$ cat config.mk
export PLATFORM = sky130hd
export DESIGN_NAME = adaptive_interval_controller_flat
export DESIGN_NICKNAME = d
export VERILOG_FILES = /design/src/rtl/core/aic_pkg.sv /design/src/rtl/core/aic_channels.sv /design/src/rtl/core/aic_regs.sv /design/src/rtl/core/aic_dp.sv /design/src/rtl/core/aic_ctrl.sv /design/src/rtl/core/adaptive_interval_controller.sv /design/src/flat_wrapper.sv
export VERILOG_INCLUDE_DIRS = /design/src /design/src/rtl/core
export SDC_FILE = /design/constraint.sdc
export NUM_CORES = 2
export LEC_CHECK = 0
export BUFFER_PORTS_ARGS = -buffer_cell sky130_fd_sc_hd__buf_2
export CAP_MARGIN = 20
export CORE_AREA = 2 2 318 477
export DETAILED_ROUTE_END_ITERATION = 8
export DIE_AREA = 0 0 320 479
export PLACE_DENSITY = 0.58
export SLEW_MARGIN = 20
export SYNTH_ARGS = -nofsm -noshare
export SYNTH_HDL_FRONTEND = slang
export SYNTH_SLANG_ARGS = --single-unit
$ cat constraint.sdc
create_clock -name clk -period 11.97 [get_ports clk]
set_input_delay 0 -clock clk [delete_from_list [all_inputs] [get_ports clk]]
set_output_delay 0 -clock clk [all_outputs]
set_load 0.02 [all_outputs]
$ cat src/rtl/core/adaptive_interval_controller_defines.svh
// Assertion macros for the adaptive interval controller.
`ifndef ADAPTIVE_INTERVAL_CONTROLLER_DEFINES_SVH
`define ADAPTIVE_INTERVAL_CONTROLLER_DEFINES_SVH

`ifndef ASSERT_OFF
`define AIC_ASSERT_IMP(lbl, clk, rstn, ante, cons) \
	lbl: assert property (@(posedge clk) disable iff (!rstn) (ante) |-> (cons)) \
		else $error("aic assertion failed");
`define AIC_ASSERT_NXT(lbl, clk, rstn, ante, cons) \
	lbl: assert property (@(posedge clk) disable iff (!rstn) (ante) |=> (cons)) \
		else $error("aic assertion failed");
`else
`define AIC_ASSERT_IMP(lbl, clk, rstn, ante, cons)
`define AIC_ASSERT_NXT(lbl, clk, rstn, ante, cons)
`endif

`endif

$ cat src/rtl/core/aic_pkg.sv
`timescale 1ns / 1ps
package aic_pkg;

	localparam int unsigned MS_W    = 20;
	localparam int unsigned Q16_W   = 17;
	localparam int unsigned SIZE_W  = 32;
	localparam int unsigned BYTES_W = 40;
	localparam int unsigned ADDR_W  = 5;
	localparam int unsigned DATA_W  = 32;
	localparam int unsigned OP_W    = 32;
	localparam int unsigned FRAC_W  = 16;
	localparam int unsigned PROD_W  = 52;
	localparam int unsigned ACC_W   = 68;
	localparam int unsigned NUM_W   = ACC_W - FRAC_W;
	localparam int unsigned DIV_STEPS = NUM_W;
	localparam int unsigned CNT_W   = 6;

	localparam logic [MS_W-1:0]   MS_MAX  = 20'hFFFFF;
	localparam logic [Q16_W-1:0]  ONE_Q16 = 17'h10000;

	localparam logic [MS_W-1:0]   RST_MIN_MS   = 20'd250;
	localparam logic [MS_W-1:0]   RST_MAX_MS   = 20'd10000;
	localparam logic [Q16_W-1:0]  RST_FILL     = 17'd52429;
	localparam logic [Q16_W-1:0]  RST_SPEEDUP  = 17'd58982;
	localparam logic [Q16_W-1:0]  RST_SLOWDOWN = 17'd6554;
	localparam logic [SIZE_W-1:0] RST_OBJ_SIZE = 32'd67108864;

	typedef enum logic [2:0] {
		REG_MIN_INTERVAL = 3'd0,
		REG_MAX_INTERVAL = 3'd1,
		REG_TARGET_FILL  = 3'd2,
		REG_SPEEDUP      = 3'd3,
		REG_SLOWDOWN     = 3'd4,
		REG_OBJ_SIZE     = 3'd5
	} reg_idx_t;

	typedef struct packed {
		logic [MS_W-1:0]   min_interval_ms;
		logic [MS_W-1:0]   max_interval_ms;
		logic [Q16_W-1:0]  target_fill_q16;
		logic [Q16_W-1:0]  speedup_weight_q16;
		logic [Q16_W-1:0]  slowdown_weight_q16;
		logic [SIZE_W-1:0] max_object_size_bytes;
	} cfg_t;

	typedef enum logic [2:0] {
		MUL_CUR_SIZE,
		MUL_P_LO,
		MUL_P_HI,
		MUL_CUR_WINV,
		MUL_IDEAL_W
	} mul_sel_t;

	typedef enum logic [1:0] {
		ACC_HOLD,
		ACC_LOAD,
		ACC_ADD_HI,
		ACC_ADD
	} acc_op_t;

	typedef enum logic [1:0] {
		IDEAL_HOLD,
		IDEAL_MAX,
		IDEAL_DIV
	} ideal_op_t;

	typedef struct packed {
		logic      load_in;
		mul_sel_t  mul_sel;
		logic      load_p;
		acc_op_t   acc_op;
		logic      div_init;
		logic      div_step;
		ideal_op_t ideal_op;
		logic      commit;
	} dp_cmd_t;

	typedef struct packed {
		logic bytes_zero;
		logic div_last;
	} dp_stat_t;

	function automatic logic [Q16_W-1:0] sat_q16(input logic [Q16_W-1:0] v);
		return (v > ONE_Q16) ? ONE_Q16 : v;
	endfunction

endpackage

$ cat src/rtl/core/aic_channels.sv
`timescale 1ns / 1ps
interface aic_in_if;
	logic                         valid;
	logic                         ready;
	logic [aic_pkg::BYTES_W-1:0]  bytes_produced;

	modport source (output valid, output bytes_produced, input ready);
	modport sink (input valid, input bytes_produced, output ready);
endinterface

interface aic_out_if;
	logic                      valid;
	logic                      ready;
	logic [aic_pkg::MS_W-1:0]  interval_ms;

	modport source (output valid, output interval_ms, input ready);
	modport sink (input valid, input interval_ms, output ready);
endinterface

$ cat src/rtl/core/aic_regs.sv
`timescale 1ns / 1ps
module aic_regs (
	input  logic                        clk,
	input  logic                        arst_n,
	input  logic                        psel,
	input  logic                        penable,
	input  logic                        pwrite,
	input  logic [aic_pkg::ADDR_W-1:0]  paddr,
	input  logic [aic_pkg::DATA_W-1:0]  pwdata,
	output logic [aic_pkg::DATA_W-1:0]  prdata,
	output logic                        pready,
	output aic_pkg::cfg_t               cfg
);
	import aic_pkg::*;

	cfg_t cfg_q;
	logic wr_en;
	logic [2:0] idx;

	assign pready = 1'b1;
	assign wr_en  = psel && penable && pwrite;
	assign idx    = paddr[ADDR_W-1:2];
	assign cfg    = cfg_q;

	always_ff @(posedge clk or negedge arst_n) begin
		if (!arst_n) begin
			cfg_q.min_interval_ms       <= RST_MIN_MS;
			cfg_q.max_interval_ms       <= RST_MAX_MS;
			cfg_q.target_fill_q16       <= RST_FILL;
			cfg_q.speedup_weight_q16    <= RST_SPEEDUP;
			cfg_q.slowdown_weight_q16   <= RST_SLOWDOWN;
			cfg_q.max_object_size_bytes <= RST_OBJ_SIZE;
		end else if (wr_en) begin
			case (idx)
				REG_MIN_INTERVAL: cfg_q.min_interval_ms <= pwdata[MS_W-1:0];
				REG_MAX_INTERVAL: cfg_q.max_interval_ms <= pwdata[MS_W-1:0];
				REG_TARGET_FILL:  cfg_q.target_fill_q16 <= pwdata[Q16_W-1:0];
				REG_SPEEDUP:      cfg_q.speedup_weight_q16 <= pwdata[Q16_W-1:0];
				REG_SLOWDOWN:     cfg_q.slowdown_weight_q16 <= pwdata[Q16_W-1:0];
				REG_OBJ_SIZE:     cfg_q.max_object_size_bytes <= pwdata[SIZE_W-1:0];
				default: ;
			endcase
		end
	end

	always_comb begin
		case (idx)
			REG_MIN_INTERVAL: prdata = DATA_W'(cfg_q.min_interval_ms);
			REG_MAX_INTERVAL: prdata = DATA_W'(cfg_q.max_interval_ms);
			REG_TARGET_FILL:  prdata = DATA_W'(cfg_q.target_fill_q16);
			REG_SPEEDUP:      prdata = DATA_W'(cfg_q.speedup_weight_q16);
			REG_SLOWDOWN:     prdata = DATA_W'(cfg_q.slowdown_weight_q16);
			REG_OBJ_SIZE:     prdata = DATA_W'(cfg_q.max_object_size_bytes);
			default:          prdata = '0;
		endcase
	end

endmodule

$ cat src/rtl/core/aic_dp.sv
`timescale 1ns / 1ps
module aic_dp (
	input  logic                         clk,
	input  logic                         arst_n,
	input  aic_pkg::dp_cmd_t             cmd,
	output aic_pkg::dp_stat_t            stat,
	input  aic_pkg::cfg_t                cfg,
	input  logic [aic_pkg::BYTES_W-1:0]  bytes_produced,
	output logic [aic_pkg::MS_W-1:0]     interval_ms
);
	import aic_pkg::*;

	logic [MS_W-1:0]    current_q;
	logic [CNT_W-1:0]   cnt_q;
	logic [BYTES_W-1:0] bytes_q;
	logic [PROD_W-1:0]  mul_q;
	logic [PROD_W-1:0]  p_q;
	logic [ACC_W-1:0]   acc_q;
	logic [NUM_W-1:0]   num_q;
	logic [BYTES_W-1:0] rem_q;
	logic [MS_W-1:0]    quo_q;
	logic               ovf_q;
	logic [MS_W-1:0]    ideal_q;
	logic [MS_W-1:0]    interval_q;

	logic [Q16_W-1:0]   fill_sat;
	logic [Q16_W-1:0]   w;
	logic [Q16_W-1:0]   w_inv;
	logic [OP_W-1:0]    mul_a;
	logic [OP_W-1:0]    mul_b;
	logic [2*OP_W-1:0]  product;
	logic [BYTES_W:0]   trial;
	logic [BYTES_W:0]   diff;
	logic               fits;
	logic [MS_W-1:0]    blended;
	logic [MS_W-1:0]    clamped;

	assign fill_sat = sat_q16(cfg.target_fill_q16);
	assign w = sat_q16((ideal_q < current_q) ? cfg.speedup_weight_q16
		: cfg.slowdown_weight_q16);
	assign w_inv = ONE_Q16 - w;

	always_comb begin
		case (cmd.mul_sel)
			MUL_CUR_SIZE: begin
				mul_a = OP_W'(current_q);
				mul_b = OP_W'(cfg.max_object_size_bytes);
			end
			MUL_P_LO: begin
				mul_a = p_q[OP_W-1:0];
				mul_b = OP_W'(fill_sat);
			end
			MUL_P_HI: begin
				mul_a = OP_W'(p_q[PROD_W-1:OP_W]);
				mul_b = OP_W'(fill_sat);
			end
			MUL_CUR_WINV: begin
				mul_a = OP_W'(current_q);
				mul_b = OP_W'(w_inv);
			end
			MUL_IDEAL_W: begin
				mul_a = OP_W'(ideal_q);
				mul_b = OP_W'(w);
			end
			default: begin
				mul_a = '0;
				mul_b = '0;
			end
		endcase
	end

	assign product = mul_a * mul_b;

	assign trial = {rem_q, num_q[NUM_W-1]};
	assign fits  = trial >= {1'b0, bytes_q};
	assign diff  = trial - {1'b0, bytes_q};

	assign blended = acc_q[FRAC_W +: MS_W];
	always_comb begin
		if (blended < cfg.min_interval_ms) begin
			clamped = cfg.min_interval_ms;
		end else if (blended > cfg.max_interval_ms) begin
			clamped = cfg.max_interval_ms;
		end else begin
			clamped = blended;
		end
	end

	assign stat.bytes_zero = (bytes_q == '0);
	assign stat.div_last   = (cnt_q == CNT_W'(DIV_STEPS - 1));
	assign interval_ms     = interval_q;

	always_ff @(posedge clk or negedge arst_n) begin
		if (!arst_n) begin
			current_q <= RST_MIN_MS;
			cnt_q     <= '0;
		end else begin
			if (cmd.commit) begin
				current_q <= clamped;
			end
			if (cmd.div_init) begin
				cnt_q <= '0;
			end else if (cmd.div_step) begin
				cnt_q <= cnt_q + CNT_W'(1);
			end
		end
	end

	always_ff @(posedge clk) begin
		mul_q <= product[PROD_W-1:0];
		if (cmd.load_in) begin
			bytes_q <= bytes_produced;
		end
		if (cmd.load_p) begin
			p_q <= mul_q;
		end
		case (cmd.acc_op)
			ACC_LOAD:   acc_q <= ACC_W'(mul_q);
			ACC_ADD_HI: acc_q <= acc_q + (ACC_W'(mul_q) << OP_W);
			ACC_ADD:    acc_q <= acc_q + ACC_W'(mul_q);
			default:    ;
		endcase
		if (cmd.div_init) begin
			num_q <= acc_q[ACC_W-1:FRAC_W];
			rem_q <= '0;
			quo_q <= '0;
			ovf_q <= 1'b0;
		end else if (cmd.div_step) begin
			num_q <= num_q << 1;
			rem_q <= fits ? diff[BYTES_W-1:0] : trial[BYTES_W-1:0];
			quo_q <= {quo_q[MS_W-2:0], fits};
			ovf_q <= ovf_q | quo_q[MS_W-1];
		end
		case (cmd.ideal_op)
			IDEAL_MAX: ideal_q <= cfg.max_interval_ms;
			IDEAL_DIV: ideal_q <= ovf_q ? MS_MAX : quo_q;
			default:   ;
		endcase
		if (cmd.commit) begin
			interval_q <= clamped;
		end
	end

endmodule

$ cat src/rtl/core/aic_ctrl.sv
`timescale 1ns / 1ps
module aic_ctrl (
	input  logic               clk,
	input  logic               arst_n,
	input  logic               in_valid,
	output logic               in_ready,
	output logic               out_valid,
	input  logic               out_ready,
	input  aic_pkg::dp_stat_t  stat,
	output aic_pkg::dp_cmd_t   cmd
);
	import aic_pkg::*;

	typedef enum logic [3:0] {
		S_IDLE,
		S_M1,
		S_M2,
		S_M3,
		S_M4,
		S_M5,
		S_DINIT,
		S_DIV,
		S_IDEAL,
		S_B1,
		S_B2,
		S_B3,
		S_DONE
	} state_t;

	state_t state_q;
	state_t state_d;
	logic   out_valid_q;
	logic   slot_free;

	assign in_ready  = (state_q == S_IDLE);
	assign out_valid = out_valid_q;
	assign slot_free = !out_valid_q || out_ready;

	always_comb begin
		cmd         = '0;
		cmd.mul_sel = MUL_CUR_SIZE;
		state_d     = state_q;
		case (state_q)
			S_IDLE: begin
				if (in_valid) begin
					cmd.load_in = 1'b1;
					state_d     = S_M1;
				end
			end
			S_M1: begin
				if (stat.bytes_zero) begin
					cmd.ideal_op = IDEAL_MAX;
					state_d      = S_B1;
				end else begin
					state_d = S_M2;
				end
			end
			S_M2: begin
				cmd.load_p = 1'b1;
				state_d    = S_M3;
			end
			S_M3: begin
				cmd.mul_sel = MUL_P_LO;
				state_d     = S_M4;
			end
			S_M4: begin
				cmd.mul_sel = MUL_P_HI;
				cmd.acc_op  = ACC_LOAD;
				state_d     = S_M5;
			end
			S_M5: begin
				cmd.acc_op = ACC_ADD_HI;
				state_d    = S_DINIT;
			end
			S_DINIT: begin
				cmd.div_init = 1'b1;
				state_d      = S_DIV;
			end
			S_DIV: begin
				cmd.div_step = 1'b1;
				if (stat.div_last) begin
					state_d = S_IDEAL;
				end
			end
			S_IDEAL: begin
				cmd.ideal_op = IDEAL_DIV;
				state_d      = S_B1;
			end
			S_B1: begin
				cmd.mul_sel = MUL_CUR_WINV;
				state_d     = S_B2;
			end
			S_B2: begin
				cmd.mul_sel = MUL_IDEAL_W;
				cmd.acc_op  = ACC_LOAD;
				state_d     = S_B3;
			end
			S_B3: begin
				cmd.acc_op = ACC_ADD;
				state_d    = S_DONE;
			end
			S_DONE: begin
				if (slot_free) begin
					cmd.commit = 1'b1;
					state_d    = S_IDLE;
				end
			end
			default: begin
				state_d = S_IDLE;
			end
		endcase
	end

	always_ff @(posedge clk or negedge arst_n) begin
		if (!arst_n) begin
			state_q     <= S_IDLE;
			out_valid_q <= 1'b0;
		end else begin
			state_q <= state_d;
			if (cmd.commit) begin
				out_valid_q <= 1'b1;
			end else if (out_ready) begin
				out_valid_q <= 1'b0;
			end
		end
	end

endmodule

$ cat src/rtl/core/adaptive_interval_controller.sv
`timescale 1ns / 1ps
// Adaptive interval controller.
// The sample channel carries one item per round: the largest byte count
// produced in that round. The result channel returns one item for each
// sample: the new interval in milliseconds, which also becomes the stored
// current interval used by the next sample.
// A sample with a nonzero count passes through a shared 32 by 32 bit
// multiplier three times, a 52-step restoring divider and two blend
// multiplications. An idle round (count zero) skips the first three
// multiplications and the divider and goes straight to the blend.
// Samples are taken one at a time, so the sustained rate is set by the
// one-bit-per-cycle divider.
// The result sits in an output register: a new sample is accepted while it
// waits, and a finished result is held back until the receiver takes the
// previous one. A stalled receiver therefore stalls the sample channel
// after at most one further item.
// Reset loads the register defaults, sets the current interval to 250 ms
// and empties the output register. The user must write the APB port only
// while the block is idle; the block does not enforce it. pready is always high.
module adaptive_interval_controller (
	input  logic                        clk,
	input  logic                        arst_n,
	aic_in_if.sink                      sample,
	aic_out_if.source                   result,
	input  logic                        psel,
	input  logic                        penable,
	input  logic                        pwrite,
	input  logic [aic_pkg::ADDR_W-1:0]  paddr,
	input  logic [aic_pkg::DATA_W-1:0]  pwdata,
	output logic [aic_pkg::DATA_W-1:0]  prdata,
	output logic                        pready
);
	import aic_pkg::*;
	`include "adaptive_interval_controller_defines.svh"

	cfg_t     cfg;
	dp_cmd_t  cmd;
	dp_stat_t stat;
	logic     bounds_ordered;
	logic     result_in_range;

	aic_regs u_regs (
		.clk     (clk),
		.arst_n  (arst_n),
		.psel    (psel),
		.penable (penable),
		.pwrite  (pwrite),
		.paddr   (paddr),
		.pwdata  (pwdata),
		.prdata  (prdata),
		.pready  (pready),
		.cfg     (cfg)
	);

	aic_ctrl u_ctrl (
		.clk       (clk),
		.arst_n    (arst_n),
		.in_valid  (sample.valid),
		.in_ready  (sample.ready),
		.out_valid (result.valid),
		.out_ready (result.ready),
		.stat      (stat),
		.cmd       (cmd)
	);

	aic_dp u_dp (
		.clk            (clk),
		.arst_n         (arst_n),
		.cmd            (cmd),
		.stat           (stat),
		.cfg            (cfg),
		.bytes_produced (sample.bytes_produced),
		.interval_ms    (result.interval_ms)
	);

	assign bounds_ordered  = (cfg.min_interval_ms <= cfg.max_interval_ms);
	assign result_in_range = (result.interval_ms >= cfg.min_interval_ms)
		&& (result.interval_ms <= cfg.max_interval_ms);

	`AIC_ASSERT_IMP(a_accept_loads, clk, arst_n, sample.valid && sample.ready, cmd.load_in)
	`AIC_ASSERT_NXT(a_busy_after_accept, clk, arst_n, sample.valid && sample.ready, !sample.ready)
	`AIC_ASSERT_IMP(a_no_overwrite, clk, arst_n, cmd.commit && result.valid, result.ready)
	`AIC_ASSERT_IMP(a_result_in_bounds, clk, arst_n, result.valid && bounds_ordered, result_in_range)

endmodule

$ cat src/flat_wrapper.sv
// flat-port wrapper written by rule: the top's interface ports become plain ports
module adaptive_interval_controller_flat import aic_pkg::*;
  (clk, arst_n, psel, penable, pwrite, paddr, pwdata, prdata, pready, sample_valid, sample_bytes_produced, sample_ready, result_valid, result_interval_ms, result_ready);
  aic_in_if sample_i ();
  aic_out_if result_i ();
  input  logic clk;
  input  logic arst_n;
  input  logic psel;
  input  logic penable;
  input  logic pwrite;
  input  logic [aic_pkg::ADDR_W-1:0] paddr;
  input  logic [aic_pkg::DATA_W-1:0] pwdata;
  output logic [aic_pkg::DATA_W-1:0] prdata;
  output logic pready;
  input wire logic [$bits(sample_i.valid)-1:0] sample_valid;
  input wire logic [$bits(sample_i.bytes_produced)-1:0] sample_bytes_produced;
  output wire logic [$bits(sample_i.ready)-1:0] sample_ready;
  output wire logic [$bits(result_i.valid)-1:0] result_valid;
  output wire logic [$bits(result_i.interval_ms)-1:0] result_interval_ms;
  input wire logic [$bits(result_i.ready)-1:0] result_ready;
  assign sample_i.valid = sample_valid;
  assign sample_i.bytes_produced = sample_bytes_produced;
  assign sample_ready = sample_i.ready;
  assign result_valid = result_i.valid;
  assign result_interval_ms = result_i.interval_ms;
  assign result_i.ready = result_ready;
  adaptive_interval_controller u_core (.clk(clk), .arst_n(arst_n), .sample(sample_i), .result(result_i), .psel(psel), .penable(penable), .pwrite(pwrite), .paddr(paddr), .pwdata(pwdata), .prdata(prdata), .pready(pready));
endmodule
# [Word level (Yosys, flattened, before mapping)]
# Index checks and enable logic that the tools add are counted.
[op_classes] addsub=5 mul=1 order_cmp=6 eq_ne=30 n_mux=34 n_bitwise=1 n_reduce_logical=22
[op_table] operator="$pmux W32 S4" count=2
[op_table] operator="$pmux W68 S3" count=1
[op_table] operator="$pmux W32 S6" count=1
[op_table] operator="$mux W52" count=2
[op_table] operator="$add A68 B52 Y68" count=1
[op_table] operator="$add A68 B68 Y68" count=1
[op_table] operator="$mux W20" count=3
[op_table] operator="$mul A32 B32 Y52" count=1
[op_table] operator="$pmux W4 S13" count=1
[op_table] operator="$mux W17" count=3
[op_table] operator="$ge A41 B40 Y1" count=1
[op_table] operator="$logic_not A40 Y1" count=1
[op_table] operator="$lt A20 B20 Y1" count=2
[op_table] operator="$mux W40" count=1
[op_table] operator="$pmux W20 S2" count=1
[op_table] operator="$sub A40 B40 Y40" count=1
[op_table] operator="$gt A17 B17 Y1 const B" count=2
[op_table] operator="$eq A4 B4 Y1 const B" count=5
[op_table] operator="$gt A20 B20 Y1" count=1
[op_table] operator="$sub A17 B17 Y17 const A" count=1
[op_table] operator="$eq A4 B3 Y1 const B" count=4
[op_table] operator="$mux W4" count=4
[op_table] operator="$eq A3 B2 Y1 const B" count=4
[op_table] operator="$mux W6" count=2
[op_table] operator="other kinds (25)" count=53
[totals] register_bits=519 inputBits=84

# [Logic depth before layout (Yosys ltp)]
[logic_depth] depth_word=7 ltp_mapped=51 mapped_depth_nobuf=45

# [Cells and area by module]
# Synthesis repeated with hierarchy kept, for this count alone.
[unflattened] cells_unflattened=6351 area_unflattened_um2=60451.7
[by_module_without_submodules] module="aic_dp" instances=1 cells_each=5878 area_each_um2=54187.0 seq_area_each_um2=10487.6
[by_module_without_submodules] module="aic_regs" instances=1 cells_each=411 area_each_um2=5808.1 seq_area_each_um2=3124.2
[by_module_without_submodules] module="aic_ctrl" instances=1 cells_each=62 area_each_um2=456.7 seq_area_each_um2=125.1

# [Worst setup path before layout]
# Ideal clock, no wire load.
[synth_timing] path_kind="reg2reg" from="reg u_core.u_dp.current_q[1]" to="reg u_core.u_dp.mul_q[51]" arrival_ns=10.733 required_ns=11.898 path_slack_ns=1.165 path_stages_with_launch=46 path_buffers=6 period_less_slack_ns=10.805 cell_sequence="dfstp_2 inv_1 ha_1 a21o_1 a21o_1 a21oi_1 o21a_2 o211a_4 buf_6 nor2_4 buf_6 buf_6 buf_4 mux2_2 nand2_1 ha_1 clkbuf_1 o21ai_0 [10 not listed] fa_1 inv_1 fa_1 fa_1 inv_1 fa_1 inv_1 ha_1 a21o_1 a21o_1 a2111oi_0 a21oi_1 o211ai_1 a21oi_1 a21oi_1 o21ai_0 a21oi_1 xnor2_1"
[synth_between] elab_chain_len=7
[synth_lines] item="start, declared" line_no="aic_dp.sv:13" source="logic [MS_W-1:0] current_q;"
[synth_lines] item="start signal, assigned" line_no="aic_dp.sv:99" source="current_q <= clamped;"
[synth_lines] item="$lt A20 B20 Y1" line_no="aic_dp.sv:39" source="assign w = sat_q16((ideal_q < current_q) ? cfg.speedup_weight_q16"
[synth_lines] item="$mux W17" line_no="aic_dp.sv:39"
[synth_lines] item="$gt A17 B17 Y1" line_no="aic_pkg.sv:84" source="return (v > ONE_Q16) ? ONE_Q16 : v;"
[synth_lines] item="$mux W17" line_no="aic_pkg.sv:84"
[synth_lines] item="$sub A17 B17 Y17" line_no="aic_dp.sv:41" source="assign w_inv = ONE_Q16 - w;"
[synth_lines] item="$pmux W32 S4" line_no="aic_dp.sv:44" source="case (cmd.mul_sel)"
[synth_lines] item="$mul A32 B32 Y52 (*)" line_no="aic_dp.sv:72" source="assign product = mul_a * mul_b;"
[synth_lines] item="net u_core.u_dp.product[51]" line_no="aic_dp.sv:31" source="logic [2*OP_W-1:0] product;"
[synth_lines] item="end signal, assigned" line_no="aic_dp.sv:110" source="mul_q <= product[PROD_W-1:0];"
[synth_lines] item="end, declared" line_no="aic_dp.sv:16" source="logic [PROD_W-1:0] mul_q;"
# The timed path passes the listed nets; every way through them passes the cells marked *.
# A chain may end at the register's enable or synchronous reset.

# [Final worst setup path]
# Ends and elaborated chain as after synthesis.

==> qor.yml <==
status: "finished, final reports clean"
dpl.cell_count: 8495
seqCellArea_sq_um: 13700
final_area_sq_um: 66300
critical_path_class: "reg2reg"
cts_buffers: 60
async_flop_share_pct: 29.7
worst_path_max_delay_cell: "dfstp_2"
clk_path_buf_depth: 3
max_freq_mhz: 87.5
grt_pass1_vias: 51400
post_cts_buffers: 0
postLayoutCoreUtil_pct: 44.4
finalSetupViolCount: 0
drv_cap: 0
p_sw_share_pct: 41.2
synth_most_common_cell: "inv_1"
synthCells: 6450
die_w_um: 320
reg2reg_from: "u_core.u_dp.current_q[1]"
ant_nets: 0
slowest_delay_ps: 570
hold_depth: 2
areaGrowthSynthToFinish_pct: 11.9
viasPerCell: 5.59
fin_crit_ps: 11430
netlist.area_leader.share_pct: 28.2
cts_tree: "done"
synth.distinct_cells: 101
yosys-top-cells-count: "1006 x inv_1, 970 x nand2_1, 836 x fa_1"
hold-path-endpoint: "u_core.u_dp.bytes_q[37]"
grt_usage_pct: 28.3
internal-power_mw: 4.38
synth_mux_area_share_pct: 2.39
pwr_density_cell_nw_per_um2: 112
io_pins: 139
drtPass1Iterations: 6
drtIter0Drc: 3696
crit_arrival_ps: 12050
crit_top_cell: "fa_1"
multiInputGateArea_sq_um: 41100
drv_slew: 0
synth.largest_area_cell: "fa_1"
r2r-end: "u_core.u_dp.mul_q[51]"
yosysWarningCount: 0
synth-seq-area-share_pct: 23.2
dp_hpwl_um: 174000
routed_wl_um: 216000
grt_max_degree: 97
fin_ws_ps: 537
synth_edf_count: 252
fin_tns_setup_ps: 0
synth_compound_area_share_pct: 12.4
cts.sinks: 519
worstMarginPinSlew_ps: 1290
nNetsFinal: 8037
drc: 0
clock_latency_ps: 740
rsz0062_at_grt: "no"
synth_top_family_by_area: "adder cells"
slew_headroom_pct: 13.7
finalCritPeriodShare_pct: 95.5
switchingPower_mw: 3.07
num_rows: 174
cp_max_fo: 13
rrSetupSlack_ps: 540
cp.required_ps: 12590
r2r_cells: 43
grt_first_pass_wirelength_um: 323000
die_area_sq_um: 153000
cp-start-kind: "register"
start_util_pct: 39.7
yosys.area_share.xor_xnor_pct: 2.73
netlist_top_cells_area: "fa_1 28%, edfxtp_1 13%, ha_1 8.0%"
place_ws_ps: 553
wire_per_inst_um: 24.7
cts-htree-levels: 2
io_buffers: 135
power.leakage_nw: 30.4
die_h_um: 479
clockRootBuffer: "clkbuf_16"
placed_cell_area_sq_um: 63100
grt_overflow: 0
fin_total_pwr_mw: 7.46
ys_ff_latch: 519
hp-class: "in2reg"
clk_pin_slew_worst_paths_ps: 70
routabilityCongestion: 1.01
synth_flop_cell: "edfxtp_1"
core_sq_um: 149000
endpoint_kind: "register"
synthAdderAreaFrac_pct: 36.3
hold_viol_final: 0
pwr-share-clk_pct: 25.5
skew_ps: 70.0
nFillCells: 14600
syn_area_sq_um: 59300
pwr-share-seq_pct: 30.6
synthSimpleGateAreaFrac_pct: 14.6
stdcell_count: 8730
peakVddDrop_v: 0.000159
antenna_found_initial: 7
hp-start: "sample_bytes_produced[37]"
power.share.combinational_pct: 43.9
postSynthAreaPerCell_sq_um: 9.19
vias: 48800
drive_above_1_share_pct: 9.78
whs_ps: 51.3
==> logic make-up (layout without fill, tap and decap cells) <==
| kind of cell | Yosys count | in the layout |
|---|---|---|
| and+or+nand+nor | 1954 | 1954 |
| buffers and inverters | 1315 | 1553 |
| AOI/OAI and AO/OA | 1132 | 1132 |
| xor gates and xnor gates | 184 | 184 |
| other | 2 | 108 |
| DFF | 519 | 519 |
| muxes | 128 | 128 |
| adders and majority gates | 1216 | 1216 |
==> how the worst max path moves through the flow <==
| stage | from | to | cells after the start |
|---|---|---|---|
| 2_1_floorplan | u_core.u_dp.current_q[1] | u_core.u_dp.mul_q[51] | 45 |
| 3_3_place_gp | u_core.u_dp.current_q[1] | u_core.u_dp.mul_q[51] | 44 |
| 3_5_place_dp | u_core.u_dp.current_q[1] | u_core.u_dp.mul_q[51] | 42 |
| 4_1_cts | u_core.u_dp.current_q[1] | u_core.u_dp.mul_q[51] | 42 |
| 5_1_grt | u_core.u_dp.current_q[1] | u_core.u_dp.mul_q[51] | 42 |
| 6_report | u_core.u_dp.current_q[1] | u_core.u_dp.mul_q[51] | 43 |
==> placed cells by master (no fill, tap or decap), types with 59 or more instances in the layout <==
cell type and count:
nor3_1 89, fa_1 836, a22oi_1 76, nand4_1 69, a21oi_1 243, edfxtp_1 252
and2_1 59, dfxtp_1 113, mux2_2 91, clkbuf_16 64, nand2_1 970, conb_1 103
inv_1 1004, nor2_1 415, xor2_1 81, dlygate4sd3_1 112, buf_2 134, a21o_1 101
dfrtp_1 111, a211oi_1 63, ha_1 380, nand3_1 118, o21ai_0 297, buf_4 181
xnor2_1 101
==> registers in the layout, indices dropped and copies added (netlist names) <==
name and flops:
u_core.u_ctrl.out_valid 1, u_core.u_dp.rem_q 40, u_core.u_dp.p_q 52, u_core.u_dp.cnt_q 6, u_core.u_dp.ideal_q 20, u_core.u_dp.mul_q 52, u_core.u_dp.ovf_q 1, u_core.u_dp.quo_q 20
u_core.u_dp.interval_ms 20, u_core.u_dp.acc_q 68, u_core.u_dp.bytes_q 40, u_core.u_regs.cfg 123, u_core.u_dp.num_q 52, u_core.u_dp.current_q 20, u_core.u_ctrl.state_q 4
==> final cells by class <==
class                      instances  area share [%]
clock inverter                    34           0.478
antenna                            5          0.0189
inverter                        1006            5.70
timing repair buffer             433            4.90
tap                             1936            3.65
clock buffer                      80            2.55
multi-input combinational       4717            62.0
sequential                       519            20.7
==> routing by layer <==
layer	GRT usage, %	vias up	share of wire, %
li1	-	21600	-
met1	30.8	24600	35
met2	49.4	1873	49
met3	3.80	683	5.8
met4	22.6	4	10
met5	0	-	0.012
==> power groups by stage <==
| stage | clock, mW | sequential (mW) | combinational (mW) |
|---|---|---|---|
| 2_1_floorplan | 0 | 2.19 | 2.25 |
| 6_report | 1.90 | 2.28 | 3.27 |
| 3_3_place_gp | 0 | 2.30 | 3.16 |
| 3_5_place_dp | 0 | 2.30 | 3.20 |
| 5_1_grt | 2.01 | 2.29 | 3.66 |
| 4_1_cts | 1.95 | 2.27 | 3.26 |
==> worst max-delay path: cells and delay by family (launching register included) <==
kind                       cells  cell delay [ps]
DFF                            1              570
adders and majority gates     11             4810
buffers and inverters          9             1080
xor gates and xnor gates       1              140
muxes                          1              460
AOI/OAI and AO/OA             17             3330
and+or+nand+nor                4              870
==> what timing repair did <==
action,CTS,global route
endpoints found under the setup margin,0,3
hold endpoints to repair,261,0
hold buffers,112,0
gates resized for setup,0,3
Note: power is estimated with default switching activity, not from simulation.
